`src/hw/rtl/sttt_pkg.sv`:
```
// shared types and constants for the session token table
package sttt_pkg;

	localparam logic CMD_ISSUE = 1'b0;
	localparam logic CMD_CHECK = 1'b1;

	localparam logic [31:0] TTL_RESET = 32'd21600000;
	localparam logic [31:0] EXP_MAX   = 32'hFFFF_FFFF;

	typedef struct packed {
		logic [63:0] w3;
		logic [63:0] w2;
		logic [63:0] w1;
		logic [63:0] w0;
	} token_t;

endpackage

```
`src/hw/rtl/sttt_req_if.sv`:
```
// request channel: command, time and token
interface sttt_req_if;
	logic        valid;
	logic        ready;
	logic        cmd;
	logic [31:0] now_ms;
	logic [63:0] token_w0;
	logic [63:0] token_w1;
	logic [63:0] token_w2;
	logic [63:0] token_w3;

	modport source (output valid, cmd, now_ms, token_w0, token_w1, token_w2, token_w3,
		input ready);
	modport sink (input valid, cmd, now_ms, token_w0, token_w1, token_w2, token_w3,
		output ready);
endinterface

```
`src/hw/rtl/sttt_rsp_if.sv`:
```
// response channel: hit flag, slot and expiry
interface sttt_rsp_if;
	logic        valid;
	logic        ready;
	logic        hit;
	logic [1:0]  slot_index;
	logic [31:0] expiry_ms;

	modport source (output valid, hit, slot_index, expiry_ms, input ready);
	modport sink (input valid, hit, slot_index, expiry_ms, output ready);
endinterface

```
`src/hw/rtl/sttt_store.sv`:
```
// slot storage: token and expiry memories plus per-slot valid flags
module sttt_store #(
	parameter int SLOTS = 4,
	localparam int IDX_W = (SLOTS > 1) ? $clog2(SLOTS) : 1
) (
	input  logic               clk,
	input  logic               arst_n,
	input  logic               rd_en,
	input  logic [IDX_W-1:0]   rd_addr,
	input  logic               wr_en,
	input  logic [IDX_W-1:0]   wr_addr,
	input  sttt_pkg::token_t   wr_token,
	input  logic [31:0]        wr_expiry,
	output logic               rd_valid,
	output sttt_pkg::token_t   rd_token,
	output logic [31:0]        rd_expiry
);
	import sttt_pkg::*;

	token_t            tok_mem [SLOTS];
	logic [31:0]       exp_mem [SLOTS];
	logic [SLOTS-1:0]  valid_q;

	always_ff @(posedge clk) begin
		if (wr_en) begin
			tok_mem[wr_addr] <= wr_token;
			exp_mem[wr_addr] <= wr_expiry;
		end
		if (rd_en) begin
			rd_token  <= tok_mem[rd_addr];
			rd_expiry <= exp_mem[rd_addr];
		end
	end

	always_ff @(posedge clk or negedge arst_n) begin
		if (!arst_n) begin
			valid_q  <= '0;
			rd_valid <= 1'b0;
		end else begin
			if (wr_en)
				valid_q[wr_addr] <= 1'b1;
			if (rd_en)
				rd_valid <= valid_q[rd_addr];
		end
	end

endmodule

```
`src/hw/rtl/sttt_ctrl.sv`:
```
// sequencer: walks the slots one per cycle, picks the target, writes back on an issue, returns the result
module sttt_ctrl #(
	parameter int SLOTS = 4,
	localparam int IDX_W = (SLOTS > 1) ? $clog2(SLOTS) : 1,
	localparam int CNT_W = $clog2(SLOTS + 1)
) (
	input  logic               clk,
	input  logic               arst_n,
	sttt_req_if.sink           req,
	sttt_rsp_if.source         rsp,
	input  logic [31:0]        ttl_ms,
	output logic               rd_en,
	output logic [IDX_W-1:0]   rd_addr,
	input  logic               rd_valid,
	input  sttt_pkg::token_t   rd_token,
	input  logic [31:0]        rd_expiry,
	output logic               wr_en,
	output logic [IDX_W-1:0]   wr_addr,
	output sttt_pkg::token_t   wr_token,
	output logic [31:0]        wr_expiry
);
	import sttt_pkg::*;

	typedef enum logic [3:0] {
		ST_IDLE  = 4'b0001,
		ST_SCAN  = 4'b0010,
		ST_WRITE = 4'b0100,
		ST_DONE  = 4'b1000
	} state_t;

	state_t            state_q;
	logic [CNT_W-1:0]  rd_cnt_q;
	logic              ev_s1;
	logic [IDX_W-1:0]  idx_s1;
	logic              found_q;
	logic              rsp_vld_q;

	logic              cmd_q;
	logic [31:0]       now_q;
	token_t            tok_q;
	logic [31:0]       exp_new_q;
	logic [31:0]       soonest_q;
	logic [IDX_W-1:0]  best_q;
	logic [IDX_W-1:0]  fslot_q;
	logic [31:0]       mexp_q;

	logic              hit_q;
	logic [1:0]        slot_q;
	logic [31:0]       expiry_q;

	logic              accept;
	logic              expired;
	logic              issue_take;
	logic              check_take;
	logic              take;
	logic              closer;
	logic              scan_end;
	logic              out_free;
	logic [IDX_W-1:0]  sel_slot;
	logic [IDX_W+1:0]  slot_ext;

	assign req.ready = (state_q == ST_IDLE);
	assign accept    = req.valid && req.ready;

	assign rd_en   = (state_q == ST_SCAN) && (rd_cnt_q < CNT_W'(SLOTS));
	assign rd_addr = rd_cnt_q[IDX_W-1:0];

	// read data of the slot fetched last cycle is judged here
	assign expired    = now_q > rd_expiry;
	assign issue_take = !rd_valid || expired;
	assign check_take = rd_valid && !expired && (rd_token == tok_q);
	assign take       = ev_s1 && !found_q &&
		((cmd_q == CMD_ISSUE) ? issue_take : check_take);
	assign closer     = ev_s1 && !found_q && (cmd_q == CMD_ISSUE) && !issue_take &&
		(rd_expiry < soonest_q);

	assign scan_end = (state_q == ST_SCAN) && (rd_cnt_q == CNT_W'(SLOTS)) && !ev_s1;
	assign out_free = !rsp_vld_q || rsp.ready;

	assign sel_slot = found_q ? fslot_q : best_q;
	assign slot_ext = {2'b00, sel_slot};

	// reads and the write-back never share a cycle, so no forwarding is needed
	assign wr_en     = (state_q == ST_WRITE);
	assign wr_addr   = sel_slot;
	assign wr_token  = tok_q;
	assign wr_expiry = exp_new_q;

	assign rsp.valid      = rsp_vld_q;
	assign rsp.hit        = hit_q;
	assign rsp.slot_index = slot_q;
	assign rsp.expiry_ms  = expiry_q;

	always_ff @(posedge clk or negedge arst_n) begin
		if (!arst_n) begin
			state_q   <= ST_IDLE;
			rd_cnt_q  <= '0;
			ev_s1     <= 1'b0;
			found_q   <= 1'b0;
			rsp_vld_q <= 1'b0;
		end else begin
			ev_s1 <= rd_en;
			if (rd_en)
				rd_cnt_q <= rd_cnt_q + CNT_W'(1);
			if (take)
				found_q <= 1'b1;
			if ((state_q == ST_DONE) && out_free)
				rsp_vld_q <= 1'b1;
			else if (rsp.ready)
				rsp_vld_q <= 1'b0;
			case (state_q)
				ST_IDLE: begin
					if (accept) begin
						rd_cnt_q <= '0;
						found_q  <= 1'b0;
						state_q  <= ST_SCAN;
					end
				end
				ST_SCAN: begin
					if (scan_end)
						state_q <= (cmd_q == CMD_ISSUE) ? ST_WRITE : ST_DONE;
				end
				ST_WRITE: begin
					state_q <= ST_DONE;
				end
				ST_DONE: begin
					if (out_free)
						state_q <= ST_IDLE;
				end
				default: begin
					state_q <= ST_IDLE;
				end
			endcase
		end
	end

	always_ff @(posedge clk) begin
		idx_s1 <= rd_addr;
		if (accept) begin
			cmd_q     <= req.cmd;
			now_q     <= req.now_ms;
			tok_q     <= '{w3: req.token_w3, w2: req.token_w2,
				w1: req.token_w1, w0: req.token_w0};
			exp_new_q <= req.now_ms + ttl_ms;
			soonest_q <= EXP_MAX;
			best_q    <= '0;
			fslot_q   <= '0;
			mexp_q    <= '0;
		end
		if (take) begin
			fslot_q <= idx_s1;
			if (cmd_q == CMD_CHECK)
				mexp_q <= rd_expiry;
		end
		if (closer) begin
			soonest_q <= rd_expiry;
			best_q    <= idx_s1;
		end
		if ((state_q == ST_DONE) && out_free) begin
			slot_q <= slot_ext[1:0];
			if (cmd_q == CMD_ISSUE) begin
				hit_q    <= 1'b1;
				expiry_q <= exp_new_q;
			end else begin
				hit_q    <= found_q;
				expiry_q <= mexp_q;
			end
		end
	end

endmodule

```
`src/hw/rtl/session_token_table_ttl_top.sv`:
```
// session token table with ttl and earliest-expiry eviction, top level
//
//  channel  dir  handshake        payload
//  req      in   valid/ready      cmd, now_ms, token_w0..token_w3
//  rsp      out  valid/ready      hit, slot_index, expiry_ms
//  cfg      in   cfg_we           cfg_wdata = ttl_ms
//
// a request walks the slots in ST_SCAN, an issue then writes back in ST_WRITE, and both
// end in ST_DONE, which loads the result and returns to ST_IDLE for the next request; the
// slot walk reads one entry per cycle from the single read port of the slot memories.
// reset clears all valid flags at once and loads ttl_ms with six hours.
// one request is in flight at a time; a finished result sits in the output register
// and the next request is taken while it waits, only the next result stalls on rsp.ready.
module session_token_table_ttl_top #(
	parameter int SLOTS = 4
) (
	input  logic        clk,
	input  logic        arst_n,
	sttt_req_if.sink    req,
	sttt_rsp_if.source  rsp,
	input  logic        cfg_we,
	input  logic [31:0] cfg_wdata
);
	import sttt_pkg::*;

	localparam int IDX_W = (SLOTS > 1) ? $clog2(SLOTS) : 1;

	logic [31:0]       ttl_q;
	logic              rd_en;
	logic [IDX_W-1:0]  rd_addr;
	logic              rd_valid;
	token_t            rd_token;
	logic [31:0]       rd_expiry;
	logic              wr_en;
	logic [IDX_W-1:0]  wr_addr;
	token_t            wr_token;
	logic [31:0]       wr_expiry;

	always_ff @(posedge clk or negedge arst_n) begin
		if (!arst_n)
			ttl_q <= TTL_RESET;
		else if (cfg_we)
			ttl_q <= cfg_wdata;
	end

	sttt_ctrl #(.SLOTS(SLOTS)) u_ctrl (
		.clk       (clk),
		.arst_n    (arst_n),
		.req       (req),
		.rsp       (rsp),
		.ttl_ms    (ttl_q),
		.rd_en     (rd_en),
		.rd_addr   (rd_addr),
		.rd_valid  (rd_valid),
		.rd_token  (rd_token),
		.rd_expiry (rd_expiry),
		.wr_en     (wr_en),
		.wr_addr   (wr_addr),
		.wr_token  (wr_token),
		.wr_expiry (wr_expiry)
	);

	sttt_store #(.SLOTS(SLOTS)) u_store (
		.clk       (clk),
		.arst_n    (arst_n),
		.rd_en     (rd_en),
		.rd_addr   (rd_addr),
		.wr_en     (wr_en),
		.wr_addr   (wr_addr),
		.wr_token  (wr_token),
		.wr_expiry (wr_expiry),
		.rd_valid  (rd_valid),
		.rd_token  (rd_token),
		.rd_expiry (rd_expiry)
	);

	// the write-back never overlaps the slot walk
	a_no_rw_overlap: assert property (@(posedge clk) disable iff (!arst_n)
		!(rd_en && wr_en))
		else $error("slot read and write in the same cycle");

	// once a request is taken the block stays busy for the walk
	a_busy_after_accept: assert property (@(posedge clk) disable iff (!arst_n)
		(req.valid && req.ready) |=> !req.ready)
		else $error("request taken while the previous one is in flight");

	// accesses stay within the table
	a_addr_range: assert property (@(posedge clk) disable iff (!arst_n)
		(rd_en |-> (rd_addr < SLOTS)) and (wr_en |-> (wr_addr < SLOTS)))
		else $error("slot address out of range");

endmodule
```
`src/flat_wrapper.sv`:
```
// flat-port wrapper written by rule: the top's interface ports become plain ports
module session_token_table_ttl_top_flat import sttt_pkg::*;
#(
	parameter int SLOTS = 4
)
  (clk, arst_n, cfg_we, cfg_wdata, req_valid, req_cmd, req_now_ms, req_token_w0, req_token_w1, req_token_w2, req_token_w3, req_ready, rsp_valid, rsp_hit, rsp_slot_index, rsp_expiry_ms, rsp_ready);
  sttt_req_if req_i ();
  sttt_rsp_if rsp_i ();
  input  logic clk;
  input  logic arst_n;
  input  logic cfg_we;
  input  logic [31:0] cfg_wdata;
  input wire logic [$bits(req_i.valid)-1:0] req_valid;
  input wire logic [$bits(req_i.cmd)-1:0] req_cmd;
  input wire logic [$bits(req_i.now_ms)-1:0] req_now_ms;
  input wire logic [$bits(req_i.token_w0)-1:0] req_token_w0;
  input wire logic [$bits(req_i.token_w1)-1:0] req_token_w1;
  input wire logic [$bits(req_i.token_w2)-1:0] req_token_w2;
  input wire logic [$bits(req_i.token_w3)-1:0] req_token_w3;
  output wire logic [$bits(req_i.ready)-1:0] req_ready;
  output wire logic [$bits(rsp_i.valid)-1:0] rsp_valid;
  output wire logic [$bits(rsp_i.hit)-1:0] rsp_hit;
  output wire logic [$bits(rsp_i.slot_index)-1:0] rsp_slot_index;
  output wire logic [$bits(rsp_i.expiry_ms)-1:0] rsp_expiry_ms;
  input wire logic [$bits(rsp_i.ready)-1:0] rsp_ready;
  assign req_i.valid = req_valid;
  assign req_i.cmd = req_cmd;
  assign req_i.now_ms = req_now_ms;
  assign req_i.token_w0 = req_token_w0;
  assign req_i.token_w1 = req_token_w1;
  assign req_i.token_w2 = req_token_w2;
  assign req_i.token_w3 = req_token_w3;
  assign req_ready = req_i.ready;
  assign rsp_valid = rsp_i.valid;
  assign rsp_hit = rsp_i.hit;
  assign rsp_slot_index = rsp_i.slot_index;
  assign rsp_expiry_ms = rsp_i.expiry_ms;
  assign rsp_i.ready = rsp_ready;
  session_token_table_ttl_top #(.SLOTS(SLOTS)) u_core (.clk(clk), .arst_n(arst_n), .req(req_i), .rsp(rsp_i), .cfg_we(cfg_we), .cfg_wdata(cfg_wdata));
endmodule
```
`config.mk`:
```
export PLATFORM = sky130hd
export DESIGN_NAME = session_token_table_ttl_top_flat
export DESIGN_NICKNAME = d
export VERILOG_FILES = /design/src/hw/rtl/sttt_pkg.sv /design/src/hw/rtl/sttt_req_if.sv /design/src/hw/rtl/sttt_rsp_if.sv /design/src/hw/rtl/sttt_store.sv /design/src/hw/rtl/sttt_ctrl.sv /design/src/hw/rtl/session_token_table_ttl_top.sv /design/src/flat_wrapper.sv
export SDC_FILE = /design/constraint.sdc
export NUM_CORES = 2
export LEC_CHECK = 0
export BUFFER_PORTS_ARGS = -buffer_cell sky130_fd_sc_hd__buf_4
export CAP_MARGIN = 0
export CORE_AREA = 2 2 462 464
export DETAILED_ROUTE_END_ITERATION = 10
export DIE_AREA = 0 0 464 466
export PLACE_DENSITY_LB_ADDON = 0.25
export SLEW_MARGIN = 10
export SYNTH_ARGS = -nofsm -noshare
export SYNTH_HDL_FRONTEND = slang
export SYNTH_SLANG_ARGS = --single-unit
export TNS_END_PERCENT = 5
```
`constraint.sdc`:
```
create_clock -name clk -period 36.8 [get_ports clk]
set_clock_uncertainty 0.15 [all_clocks]
set_input_delay 7.36 -clock clk [delete_from_list [all_inputs] [get_ports clk]]
set_output_delay 7.36 -clock clk [all_outputs]
set_load 0.05 [all_outputs]
```
Word-level counts from Yosys, hierarchy flattened --
Memories as Yosys holds them, arrays and structs flattened. A register that Yosys moved wholly into a read port is not among the register bits. Index checks and enable logic that the tools add are counted.
Word-level totals: output and inout bits 37, register bits after elaboration 473, RAM bits 1152, input bits 326, bits in latches 0, memories 2, word-level logic and storage cells 99, bits in read-only memories 0
Cells by class: shifts and indexed selects 0, reduce and logical (&&, ||, !) cells 25, eq/ne operators 9, add/sub/neg operators 2, multiplexer cells 30, divide/modulo/power cells 0, bitwise logic cells 2, multipliers 0, magnitude comparators 6
Memories:
- u_core.u_store.tok_mem | depth 4, bits a word 256, rd ports 1, clocked after Yosys merged registers in 1, write ports 1, RTL line sttt_store.sv:20 | token_t tok_mem [SLOTS];
- u_core.u_store.exp_mem | depth 4, bits a word 32, rd ports 1, clocked after Yosys merged registers in 1, write ports 1, RTL line sttt_store.sv:21 | logic [31:0] exp_mem [SLOTS];
Operator list (number):
- equality test 256 bit | 1
- two-way mux 32 bit | 6
- adder 32 bit | 1
- greater-than comparator 32 bit | 1
- < comparator 32 bit | 1
- two-way mux 4 bit | 4
- one-hot mux 4 bit (4 select lines) | 1
- logical AND 1 bit | 13
- two-way mux 1 bit | 10
- two-way mux 3 bit | 3
- two-way mux 2 bit | 4
- zero test 1 bit | 6
- < comparator 2 x 3 -> 1 bit, second input constant | 2
- nonzero test 2 bit | 3
- equality test 4 x 1 -> 1 bit, second input constant | 1
- equality test 4 x 2 -> 1 bit, second input constant | 1
- equality test 4 x 3 -> 1 bit, second input constant | 1
- equality test 4 bit, second input constant | 1
- inequality test 2 bit, second input constant | 2
- OR 4 bit | 1
- adder 3 x 1 -> 3 bit, second input constant | 1
- equality test 3 bit, second input constant | 1
- < comparator 3 bit, second input constant | 1
- AND reduction 3 bit | 1
- other kinds (6) | 7

Logic depth before layout (Yosys ltp) --
depth after elaboration 9, depth in mapped cells 12, mapped depth without buffers 12

Hierarchy --
A second synthesis with hierarchy kept.
Unflattened totals: cells, all modules 3321, area, all modules 71906.5 µm²
By module, submodules not included:
- sttt_store | sequential area each 43366.6 µm², times used 1, cells an instance 1812, area each 50320.8 µm²
- sttt_ctrl | sequential area each 12703.4 µm², times used 1, cells an instance 1441, area each 20229.4 µm²
- session_token_table_ttl_top | sequential area each 812.0 µm², times used 1, cells an instance 68, area each 1356.3 µm²

Worst setup path after synthesis --
No wires, ideal clock.
path kind input port to flip-flop, from input req_valid, to register u_core.u_ctrl.cmd_q, enable pin, buffers on the path 1, stages on the path 3, data arrival time 13.903 ns, library setup time 0.671 ns, slack 22.076 ns, data required time 35.979 ns, path through nand2_1 clkbuf_1 inv_1
Between the ends: word-level cells in the longest chain between the ends 1
RTL lines:
- from (decl) | RTL line flat_wrapper.sv:13 | input wire logic [$bits(req_i.valid)-1:0] req_valid;
- logical AND 1 bit | RTL line sttt_ctrl.sv:63 | assign accept = req.valid && req.ready;
- net u_core.u_ctrl.accept | RTL line sttt_ctrl.sv:51 | logic accept;
- to (signal assigned) | RTL line sttt_ctrl.sv:140 | cmd_q <= req.cmd;
- to (decl) | RTL line sttt_ctrl.sv:38 | logic cmd_q;
The timed path passes the listed nets, and every way through them passes these cells. A chain may end at the register's enable or synchronous reset.

Worst setup path in the final report --
from register u_core.u_ctrl.state_q[0], to output req_ready
Between the ends: word-level cells in the longest chain between the ends 1
RTL lines:
- from (decl) | RTL line sttt_ctrl.sv:31 | state_t state_q;
- from (signal assigned) | RTL line sttt_ctrl.sv:121 | state_q <= (cmd_q == CMD_ISSUE) ? ST_WRITE : ST_DONE;
- equality test 4 x 1 -> 1 bit | RTL line sttt_ctrl.sv:62 | assign req.ready = (state_q == ST_IDLE);
- to (decl) | RTL line flat_wrapper.sv:20 | output wire logic [$bits(req_i.ready)-1:0] req_ready;
No other way between the ends.

==> reports/qor.csv <==
metric,value,unit
finalCriticalPeriod,10.08,ns
port-buffer-count,362,
cts_made_buffers,202,
die_y,466,um
slowest_stage,nor4b_1,
yosysWarnings,0,
clockRootBuffer,clkbuf_16,
power,4.50,mW
cts_buffer_depth,3,
grt_util_met2,22.1,%
arrival,2.57,ns
nets,4259,
finalSetupViolCount,0,
p_per_area,53.2,mW/mm^2
cp-start-kind,register,
r2r_cells,6,
grt_pass1_vias,33500,
detail-route-antenna-nets,0,
rrSetupSlack,32.16,ns
die-area,0.216,mm^2
hold_viol,0,
fill_cells,18800,
dpl-instance-area,0.0778,mm^2
post-route-period-util,27.4,%
crit_path_max_fanout,4,
critPathCaptureType,output pin,
final_cells,6834,
cts_resized,0,
yosys_most_used_dff,edfxtp_1,
netlist_area,0.0715,mm^2
synth_nets,3738,
crit_buf_inv,1,
busiest_layer,met2,
postSynthRegisterBits,1913,
start_util,33.8,%
pin_count,363,
synth_cell_types,62,
final_cell_mix,"edfxtp_1, buf_4, mux4_2, clkbuf_16, xnor2_1",
grt_max_degree,129,
hold-path-cell-count,2,
max_stage_delay,0.83,ns
dp_hpwl,94100,um
crit_type,register to output pin,
multi_input_area,0.0139,mm^2
drc,0,
r2r_start,u_core.u_ctrl.state_q[0]$_DFFE_PN1P_,
required,29.29,ns
vias,32500,
antenna_found_initial,14,
first_pass_iters,5,
synthCells,3315,
worstMarginPinSlew,1.28,ns
async_reset_ff_share,2.46,%
drive_gt1_share,27.1,%
overflow,0,
rsz0062_at_grt,no,
cts_tree,built,
fp.dieW,464,um
synth-edff-count,1832,
totalWireLength,159000,um
use_met3,3.03,%
max_freq,99.2,MHz
hold_buffers,0,
cpLargestDelayFamily,simple AND/OR/NAND/NOR gates,
crit_chain,"nor4b_1, buf_4",
dpl.cell_count,6453,
synth_area_per_cell,21.6,um^2
slew_viol_final,0,
mostFrequentLayoutCell,edfxtp_1,
rr_endpoint,u_core.u_ctrl.wr_token[148]$_DFFE_PP_,
min_path_type,register to register,
post_drt_wl_per_cell,23.2,um
insertion_delay,0.84,ns
status,"complete, no violations",
peakVddDrop,44.7,uV
htree_levels,4,
tns,0,ns
hold_end,u_core.u_ctrl.mexp_q[15]$_DFF_P_,
holdCritStartpoint,u_core.u_ctrl.mexp_q[15]$_DFF_P_,
rows,169,
syn2layout_area_growth,18.4,%
viasPerCell,4.76,
track_usage,14.5,%
max-cap-violations,0,
final_cell_area,0.0846,mm^2
path_clk_slew,0.06,ns
seqCellArea,0.0569,mm^2
gp_congestion,0.825,
clkSinkCount,1913,
cts_setup_buffers,0,
slew_headroom,14.8,%
drt_iter0_drc,2569,
grt_pass1_wl,232000,um
core_area,0.211,mm^2
grtUsageMet1,21.4,%
p_leak,27.8,nW
yosysSeqAreaShare,79.6,%
-- report_power, final --
group	total, mW	leakage (nW)	internal [mW]	switching [mW]
registers	2.36	17.3	2.36	0.00269
logic	0.0831	7.24	0.0436	0.0395
clock network	2.05	3.25	1.18	0.870
-- worst register-to-register path, stage by stage (launching register included) --
cell and delay, ns:
dfstp_2 0.55, nor4b_1 0.83, nand2_1 0.11, buf_4 0.33
inv_8 0.64, buf_4 0.87, buf_4 0.72
-- synthesized netlist by cell type (35+ instances only) --
master / number / area share (%)
a21oi_1: 45 / 0.32
buf_1: 45 / 0.24
clkbuf_1: 40 / 0.21
dfrtp_1: 37 / 1.3
edfxtp_1: 1832 / 77
ha_1: 96 / 1.7
inv_1: 99 / 0.52
mux2_2: 65 / 1.0
mux2i_1: 35 / 0.49
mux4_2: 289 / 9.1
nand2_1: 68 / 0.36
nand2b_1: 40 / 0.35
nand4_1: 66 / 0.58
xnor2_1: 190 / 2.3
xor2_1: 75 / 0.92
-- flip-flops by register name, summed over array words and instances (netlist names), 2 cells and up --
| signal | cells |
|---|---|
| u_core.u_ctrl.wr_expiry | 32 |
| u_core.u_ctrl.idx_s1 | 2 |
| u_core.u_store.rd_token | 256 |
| u_core.u_store.valid_q | 4 |
| u_core.u_ctrl.rd_cnt_q | 3 |
| u_core.u_ctrl.wr_token | 256 |
| u_core.u_ctrl.best_q | 2 |
| u_core.u_ctrl.fslot_q | 2 |
| u_core.u_store.tok_mem | 1024 |
| u_core.u_store.rd_expiry | 32 |
| u_core.u_ctrl.state_q | 4 |
| u_core.u_ctrl.now_q | 32 |
| u_core.ttl_q | 32 |
| u_core.u_ctrl.soonest_q | 32 |
| u_core.u_ctrl.mexp_q | 32 |
| u_core.u_store.exp_mem | 128 |
| u_core.u_ctrl.rsp.slot_index | 2 |
| u_core.u_ctrl.rsp.expiry_ms | 32 |
-- cells by family (layout without fill, tap and decap cells) --
| group | count (synthesis) | after routing | share of synthesized area [%] |
|---|---|---|---|
| buffers and inverters | 187 | 881 | 1.01 |
| adders and majority gates | 97 | 97 | 1.71 |
| AOI/OAI and AO/OA | 160 | 160 | 1.45 |
| and+or+nand+nor | 304 | 304 | 2.34 |
| muxes | 389 | 389 | 10.6 |
| xor gates and xnor gates | 265 | 265 | 3.25 |
| DFF | 1913 | 1913 | 79.6 |
| other | 0 | 4 | 0 |
-- final cells by class --
class,count,share of cell area (%)
flip-flops and latches,1913,67.2
multi-input cells,1215,16.4
clock buffers,246,6.26
well taps,2821,4.17
repair buffers,405,3.71
clock inverters,131,1.72
inverters,99,0.448
diodes,4,0.0118
-- per-layer routing --
metal	vias up	wire length, um
li1	14500	-
met1	17000	74600
met2	837	72900
met3	206	8520
met4	8	2690
met5	-	42
-- worst max path at each step --
| stage | cells after the start | slack [ns] | from | end |
|---|---|---|---|---|
| after global routing | 2 | 26.58 | u_core.u_ctrl.state_q[0]$_DFFE_PN1P_ | req_ready |
| after CTS | 2 | 26.66 | u_core.u_ctrl.state_q[0]$_DFFE_PN1P_ | req_ready |
| after detailed placement | 6 | 26.05 | req_valid | u_core.u_ctrl.wr_token[155]$_DFFE_PP_ |
| final | 2 | 26.72 | u_core.u_ctrl.state_q[0]$_DFFE_PN1P_ | req_ready |
| after global placement | 6 | 26.12 | req_valid | u_core.u_ctrl.wr_token[189]$_DFFE_PP_ |
| after floorplan | 3 | 22.08 | req_valid | u_core.u_ctrl.cmd_q$_DFFE_PP_ |
-- through the flow --
step | hold slack, ns | utilization (%) | worst slack, ns
5_1_grt | 0.315 | 40.0 | 26.58
2_1_floorplan | 0.222 | - | 22.08
3_5_place_dp | 0.293 | 36.8 | 26.05
6_report | 0.303 | 40.0 | 26.72
3_3_place_gp | 0.290 | 36.8 | 26.12
4_1_cts | 0.306 | 40.0 | 26.66
(Power assumes the default switching activity.)
